`src/hw/rtl/acpd_pkg.sv`:
```
// Package for the attribute cell pixel decoder.
// Holds the display geometry constants, the colour table and the result struct.
// No dependencies.
package acpd_pkg;

    localparam int unsigned BORDER_TOP_LINES   = 24;
    localparam int unsigned DISPLAY_LINES      = 192;
    localparam int unsigned BORDER_LEFT_PIXELS = 32;
    localparam int unsigned DISPLAY_PIXELS     = 256;

    localparam int unsigned CELL_PIXELS = 8;
    localparam int unsigned WORD_W      = 6;

    typedef logic [WORD_W-1:0] rgb_word_t;

    typedef struct packed {
        rgb_word_t [CELL_PIXELS-1:0] pixel_word;
        logic                        in_display;
        logic [12:0]                 bitmap_offset;
        logic [9:0]                  attribute_offset;
    } cell_result_t;

    // Colour index (bright, G, R, B) to RGB222; normal level 2, bright level 3.
    function automatic rgb_word_t colour_word(input logic [3:0] idx);
        rgb_word_t w;
        begin
            unique case (idx)
                4'h0:    w = 6'h00;
                4'h1:    w = 6'h02;
                4'h2:    w = 6'h20;
                4'h3:    w = 6'h22;
                4'h4:    w = 6'h08;
                4'h5:    w = 6'h0a;
                4'h6:    w = 6'h28;
                4'h7:    w = 6'h2a;
                4'h8:    w = 6'h00;
                4'h9:    w = 6'h03;
                4'ha:    w = 6'h30;
                4'hb:    w = 6'h33;
                4'hc:    w = 6'h0c;
                4'hd:    w = 6'h0f;
                4'he:    w = 6'h3c;
                default: w = 6'h3f;
            endcase
            return w;
        end
    endfunction

endpackage

```
`src/hw/rtl/acpd_cell_decode.sv`:
```
// Combinational decode of one registered cell into pixel words and offsets.
// Depends on acpd_pkg.
module acpd_cell_decode (
    input  logic [7:0]            line,
    input  logic [5:0]            cell_column,
    input  logic [5:0]            frame_count,
    input  logic [3:0]            border_colour,
    input  logic [7:0]            pixel_byte,
    input  logic [7:0]            attr_byte,
    output acpd_pkg::cell_result_t result
);
    import acpd_pkg::*;

    localparam logic [8:0] ROW_LO = 9'(BORDER_TOP_LINES);
    localparam logic [8:0] ROW_HI = 9'(BORDER_TOP_LINES + DISPLAY_LINES);
    localparam logic [9:0] COL_LO = 10'(BORDER_LEFT_PIXELS);
    localparam logic [9:0] COL_HI = 10'(BORDER_LEFT_PIXELS + DISPLAY_PIXELS);

    logic [9:0]  x;
    logic [9:0]  x_rel;
    logic [8:0]  line_ext;
    logic [8:0]  v_full;
    logic [7:0]  v;
    logic [4:0]  col;
    logic        row_ok;
    logic        col_ok;
    logic [3:0]  paper;
    logic [3:0]  ink;
    logic [7:0]  pix;
    rgb_word_t   border_word;
    rgb_word_t   paper_word;
    rgb_word_t   ink_word;

    always_comb
    begin
        x        = {1'b0, cell_column, 3'b000};
        line_ext = {1'b0, line};
        row_ok   = (line_ext >= ROW_LO) && (line_ext < ROW_HI);
        col_ok   = (x >= COL_LO) && (x < COL_HI);
        v_full   = line_ext - ROW_LO;
        v        = v_full[7:0];
        x_rel    = x - COL_LO;
        col      = x_rel[7:3];

        paper = attr_byte[6:3];
        ink   = {attr_byte[6], attr_byte[2:0]};
        // Flash swaps ink and paper by inverting the bitmap.
        pix   = (attr_byte[7] && frame_count[5]) ? ~pixel_byte : pixel_byte;

        border_word = colour_word(border_colour);
        paper_word  = colour_word(paper);
        ink_word    = colour_word(ink);

        if (row_ok && col_ok)
        begin
            for (int k = 0; k < CELL_PIXELS; k++)
            begin
                result.pixel_word[k] = pix[CELL_PIXELS-1-k] ? ink_word : paper_word;
            end
            result.in_display       = 1'b1;
            // Low five bits of the interleaved base are zero, so the add is a join.
            result.bitmap_offset    = {v[7:6], v[2:0], v[5:3], col};
            result.attribute_offset = {v[7:3], col};
        end
        else
        begin
            for (int k = 0; k < CELL_PIXELS; k++)
            begin
                result.pixel_word[k] = border_word;
            end
            result.in_display       = 1'b0;
            result.bitmap_offset    = '0;
            result.attribute_offset = '0;
        end
    end

endmodule

```
`src/hw/rtl/attribute_cell_pixel_decoder_core.sv`:
```
// Attribute cell pixel decoder: one 8-pixel cell in, eight RGB222 words out.
// A taken word passes the input register, a shallow decode and the result
// register, then appears on the result ports with done high. Throughput: one
// word per cycle, busy stays low.
// Reset (rst_n, async, active low) clears the valid flags; no result follows.
// The receiver cannot stall: each result is shown for exactly one cycle.
module attribute_cell_pixel_decoder_core (
    input  logic                clk,
    input  logic                rst_n,
    input  logic                start,
    output logic                busy,
    input  logic [7:0]          line,
    input  logic [5:0]          cell_column,
    input  logic [5:0]          frame_count,
    input  logic [3:0]          border_colour,
    input  logic [7:0]          pixel_byte,
    input  logic [7:0]          attr_byte,
    output logic                done,
    output acpd_pkg::rgb_word_t pixel_word_0,
    output acpd_pkg::rgb_word_t pixel_word_1,
    output acpd_pkg::rgb_word_t pixel_word_2,
    output acpd_pkg::rgb_word_t pixel_word_3,
    output acpd_pkg::rgb_word_t pixel_word_4,
    output acpd_pkg::rgb_word_t pixel_word_5,
    output acpd_pkg::rgb_word_t pixel_word_6,
    output acpd_pkg::rgb_word_t pixel_word_7,
    output logic                in_display,
    output logic [12:0]         bitmap_offset,
    output logic [9:0]          attribute_offset
);
    import acpd_pkg::*;

    // The pipeline never backs up, so a word is taken whenever start is high.
    logic accept;

    // Input register stage.
    logic       in_valid_reg;
    logic [7:0] line_reg;
    logic [5:0] cell_column_reg;
    logic [5:0] frame_count_reg;
    logic [3:0] border_colour_reg;
    logic [7:0] pixel_byte_reg;
    logic [7:0] attr_byte_reg;

    // Result register stage.
    cell_result_t decode_next;
    cell_result_t result_reg;
    logic         done_reg;

    assign busy   = 1'b0;
    assign accept = start && !busy;

    always_ff @(posedge clk or negedge rst_n)
    begin
        if (!rst_n)
        begin
            in_valid_reg <= 1'b0;
            done_reg     <= 1'b0;
        end
        else
        begin
            in_valid_reg <= accept;
            done_reg     <= in_valid_reg;
        end
    end

    // Payload registers carry no reset; the valid flags qualify them.
    always_ff @(posedge clk)
    begin
        if (accept)
        begin
            line_reg          <= line;
            cell_column_reg   <= cell_column;
            frame_count_reg   <= frame_count;
            border_colour_reg <= border_colour;
            pixel_byte_reg    <= pixel_byte;
            attr_byte_reg     <= attr_byte;
        end
        if (in_valid_reg)
        begin
            result_reg <= decode_next;
        end
    end

    acpd_cell_decode u_decode (
        .line          (line_reg),
        .cell_column   (cell_column_reg),
        .frame_count   (frame_count_reg),
        .border_colour (border_colour_reg),
        .pixel_byte    (pixel_byte_reg),
        .attr_byte     (attr_byte_reg),
        .result        (decode_next)
    );

    assign done             = done_reg;
    assign pixel_word_0     = result_reg.pixel_word[0];
    assign pixel_word_1     = result_reg.pixel_word[1];
    assign pixel_word_2     = result_reg.pixel_word[2];
    assign pixel_word_3     = result_reg.pixel_word[3];
    assign pixel_word_4     = result_reg.pixel_word[4];
    assign pixel_word_5     = result_reg.pixel_word[5];
    assign pixel_word_6     = result_reg.pixel_word[6];
    assign pixel_word_7     = result_reg.pixel_word[7];
    assign in_display       = result_reg.in_display;
    assign bitmap_offset    = result_reg.bitmap_offset;
    assign attribute_offset = result_reg.attribute_offset;

    // Every result traces back to a taken word that passed the input and result registers.
    a_done_from_start: assert property (@(posedge clk) disable iff (!rst_n)
        done |-> $past(start, 2))
        else $error("result without a matching start");

    // A taken word always yields a result once it has passed both registers.
    a_start_to_done: assert property (@(posedge clk) disable iff (!rst_n)
        accept |-> ##2 done)
        else $error("accepted word produced no result");

    // Border cells share one colour; this checks zero offsets and pixel words 0 vs 7, 3 vs 4.
    a_border_uniform: assert property (@(posedge clk) disable iff (!rst_n)
        (done && !in_display) |->
            (bitmap_offset == '0) && (attribute_offset == '0) &&
            (pixel_word_0 == pixel_word_7) && (pixel_word_3 == pixel_word_4))
        else $error("border cell with nonzero offset or mixed colours");

    // Attribute row and bitmap third/row fields come from the same display line; columns match.
    a_offsets_agree: assert property (@(posedge clk) disable iff (!rst_n)
        (done && in_display) |->
            (bitmap_offset[4:0] == attribute_offset[4:0]) &&
            (bitmap_offset[12:11] == attribute_offset[9:8]) &&
            (bitmap_offset[7:5] == attribute_offset[7:5]))
        else $error("bitmap and attribute offsets disagree");

endmodule

```
`config.mk`:
```
export PLATFORM = sky130hd
export DESIGN_NAME = attribute_cell_pixel_decoder_core
export DESIGN_NICKNAME = d
export VERILOG_FILES = /design/src/hw/rtl/acpd_pkg.sv /design/src/hw/rtl/acpd_cell_decode.sv /design/src/hw/rtl/attribute_cell_pixel_decoder_core.sv
export SDC_FILE = /design/constraint.sdc
export NUM_CORES = 1
export LEC_CHECK = 0
export BUFFER_PORTS_ARGS = -buffer_cell sky130_fd_sc_hd__buf_4
export CAP_MARGIN = 5
export CORE_UTILIZATION = 29
export DETAILED_ROUTE_END_ITERATION = 6
export GPL_ROUTABILITY_DRIVEN = 0
export GPL_TIMING_DRIVEN = 0
export PLACE_DENSITY_LB_ADDON = 0.12
export SETUP_SLACK_MARGIN = 0.4
export SLEW_MARGIN = 10
export SYNTH_ARGS = -nofsm -noshare
export SYNTH_HDL_FRONTEND = slang
export SYNTH_SLANG_ARGS = --single-unit
```
`constraint.sdc`:
```
create_clock -name clk -period 4.8 [get_ports clk]
set_input_delay 0.24 -clock clk [delete_from_list [all_inputs] [get_ports clk]]
set_output_delay 0.24 -clock clk [all_outputs]
set_load 0.02 [all_outputs]
```
==> impl_metrics.ini <==
[yosys]
netlist_instances = 329
netlist_area_um2 = 4977
netlist.area_leader.share_pct = 58.52
syn-num-nets = 375
syn_avg_cell_area_um2 = 15.13
yosysSeqAreaShare_pct = 66.77
ys_types = 30
yosysWarningCount = 0
synth-seq-cells = 117
synth_top_area_cell = edfxtp_1
synthTopCellsByArea = edfxtp_1 (59%), mux2i_1 (12%), dfxtp_1 (7.2%), a21oi_1 (4.0%), xor2_2 (2.6%)

[critical_path]
required_ns = 4.94
crit-reg2reg-capture = pixel_word_2[1]
worstPathMaxFanout = 10
timing.rr.start = cell_column_reg[2]
cp-end-kind = register
r2r_slack_ns = 2.72
crit_type = register to register
reg2reg_depth = 8
crit_path_start_kind = register
critPathArrivalTime_ns = 2.22

[die]
rows = 47
design.core.area_um2 = 16640
die_h_um = 133.0
ios = 117
start_util_pct = 29.91
die_w_um = 133.0
die-area_um2 = 17690

[finish]
num_antenna_cells = 0
instances_no_fill = 722
syn2layout_area_growth_pct = 40.02
largest_reg_flops = 13
fin_nets = 535
drive_gt1_share_pct = 38.25

[worst_hold_path]
hold-path-cell-count = 1
worstHoldStart = border_colour[1]
hp-class = primary input to register
worstHoldEndpoint = border_colour_reg[1]

[power]
power_frac_clock_pct = 39.1
combPwrFrac_pct = 19.3
p_seq_share_pct = 41.6
switching_share_pct = 26.63
p_leak_uw = 0.002871
peakVddDrop_v = 0.0002271
power.density_nw_per_um2 = 445.5
p_switching_uw = 826.9
p_int_uw = 2278

[place]
placed_cells = 659
preCtsSetupSlack_ns = 2.732
port_buffers = 110
post-dp-hpwl_mm = 7.334

[routing]
first_iter_violations = 154
final_antenna_net_count = 0
firstDrtPassIters = 4
vias_per_cell = 4.205
wl_per_cell_um = 15.16
vias = 3036
drc = 0
drt_wl_total_mm = 10.95

[sta]
fin_ws_ns = 2.722
hold_viol_final = 0
setup_tns_ns = 0
timing.final.crit_share_pct = 43.28
worst_pin_slew_ns = 0.8159
holdWs_ns = 0.02379
clock.fmax_mhz = 481.3
max-slew-margin-rel_pct = 45.61
finalSetupViolations = 0
rsz0062_at_grt = no
min_period_ns = 2.078
slew_violations = 0
finClkSkew_ns = 0.009396

[cts]
cts_tree = built
cts.clk_slew.worst_paths_ns = 0.05
clk_latency_ns = 0.41
cts.sinks = 117
clk_path_buf_depth = 2
htreeDepth = 4
cts-root-buf = clkbuf_16
cts_buffers = 17
ctsResizeCount = 0

[job]
maxCapViolations = 0

[global_routing]
grt_antenna_before_repair = 0
grt_overflow = 0
grt_pass1_wl_mm = 16.78
grt_pass1_vias = 3053
grt.total_usage_pct = 13.15
grt_max_degree = 64

[run_status]
status = complete, no violations
## layout make-up
cell class              count  area [µm²]
multi-input cells         165        1405
fillers                  1561        9673
clock inverters             8       73.82
flip-flops and latches    117        3327
inverters                  16       60.06
plain buffers              31       188.9
repair buffers            141        1136
clock buffers              24       503.0
well taps                 220       275.3
## worst max path at each step
stage | startpoint | to | depth (start not counted) | slack, ns
after floorplan | in_valid_reg | bitmap_offset[0] | 0 | 2.82
after global placement | in_valid_reg | in_display | 0 | 2.21
after detailed placement | cell_column_reg[2] | pixel_word_2[5] | 8 | 2.73
after CTS | cell_column_reg[2] | pixel_word_2[5] | 8 | 2.72
after global routing | cell_column_reg[2] | pixel_word_0[0] | 8 | 2.59
final | cell_column_reg[2] | pixel_word_2[1] | 8 | 2.72
## layer usage
layer  global-route usage [%]  wire [µm]  vias up
li1                         -          -     1504
met1                    16.03       4784     1425
met2                    21.41       5487       94
met3                    3.870        485       13
met4                    6.066        187        0
met5                        0          0        -
## cell usage in the layout, fill, tap and decap left out, drive strengths merged
cell type    synthesis  final
a221oi               1      1
a211oi               2      2
nand2b               4      4
dlygate4sd3          0     31
nor2b                1      1
conb                 1      1
clkbuf               0     24
clkinv               0      5
xnor2                1      1
nor3                 1      1
o21ai                1      1
inv                 16     16
bufinv               0      1
edfxtp              97     97
ha                   3      3
buf                 31    141
a41oi                1      1
mux2i               59     59
and3                 3      3
a21oi               57     57
dfrtp                2      2
nand2                2      2
dfxtp               18     18
clkinvlp             0      2
nor2                19     19
xor2                 9      9
## metrics by stage
stage	area, µm²	power [µW]	util (%)
2_1_floorplan	4977	1663	-
3_3_place_gp	6078	1894	36.52
3_5_place_dp	6082	1898	36.55
4_1_cts	6969	3144	41.88
5_1_grt	6969	3231	41.88
6_report	6969	3105	41.88
## power by group through the flow
stage / Clock (µW) / Combinational, µW / Sequential (µW)
4_1_cts: 1240 / 608 / 1290
2_1_floorplan: 0 / 272 / 1390
3_3_place_gp: 0 / 581 / 1310
5_1_grt: 1280 / 644 / 1300
3_5_place_dp: 0 / 585 / 1310
6_report: 1210 / 600 / 1290
## cell families after synthesis
| group | synth area share, % |
|---|---|
| fa+ha+maj | 0.7542 |
| compound gates | 9.276 |
| xor+xnor | 2.966 |
| other cells | 0.07534 |
| flops | 66.77 |
| buf+inv | 5.002 |
| mux | 11.87 |
| simple gates | 3.293 |
## synthesized netlist by cell type (all sizes together)
cell,instances
a211oi,2
a21oi,57
a221oi,1
a41oi,1
and3,3
buf,31
conb,1
dfrtp,2
dfxtp,18
edfxtp,97
ha,3
inv,16
mux2i,59
nand2,2
nand2b,4
nor2,19
nor2b,1
nor3,1
o21ai,1
xnor2,1
xor2,9
## worst max-delay path, cell delays in order, from the launching register on
cell	delay (ns)
edfxtp_1	0.41
inv_1	0.08
ha_1	0.20
nand2b_4	0.09
a211oi_2	0.32
a221oi_4	0.07
buf_4	0.23
a21oi_4	0.30
a21oi_1	0.11
## timing repair
item | 4_1_cts | 5_1_grt
hold endpoints to repair | 32 | 0
setup buffers | 0 | 0
hold buffers | 31 | 0
endpoints found under the setup margin | 0 | 0
No activity file was read; power rests on OpenSTA's default activity.
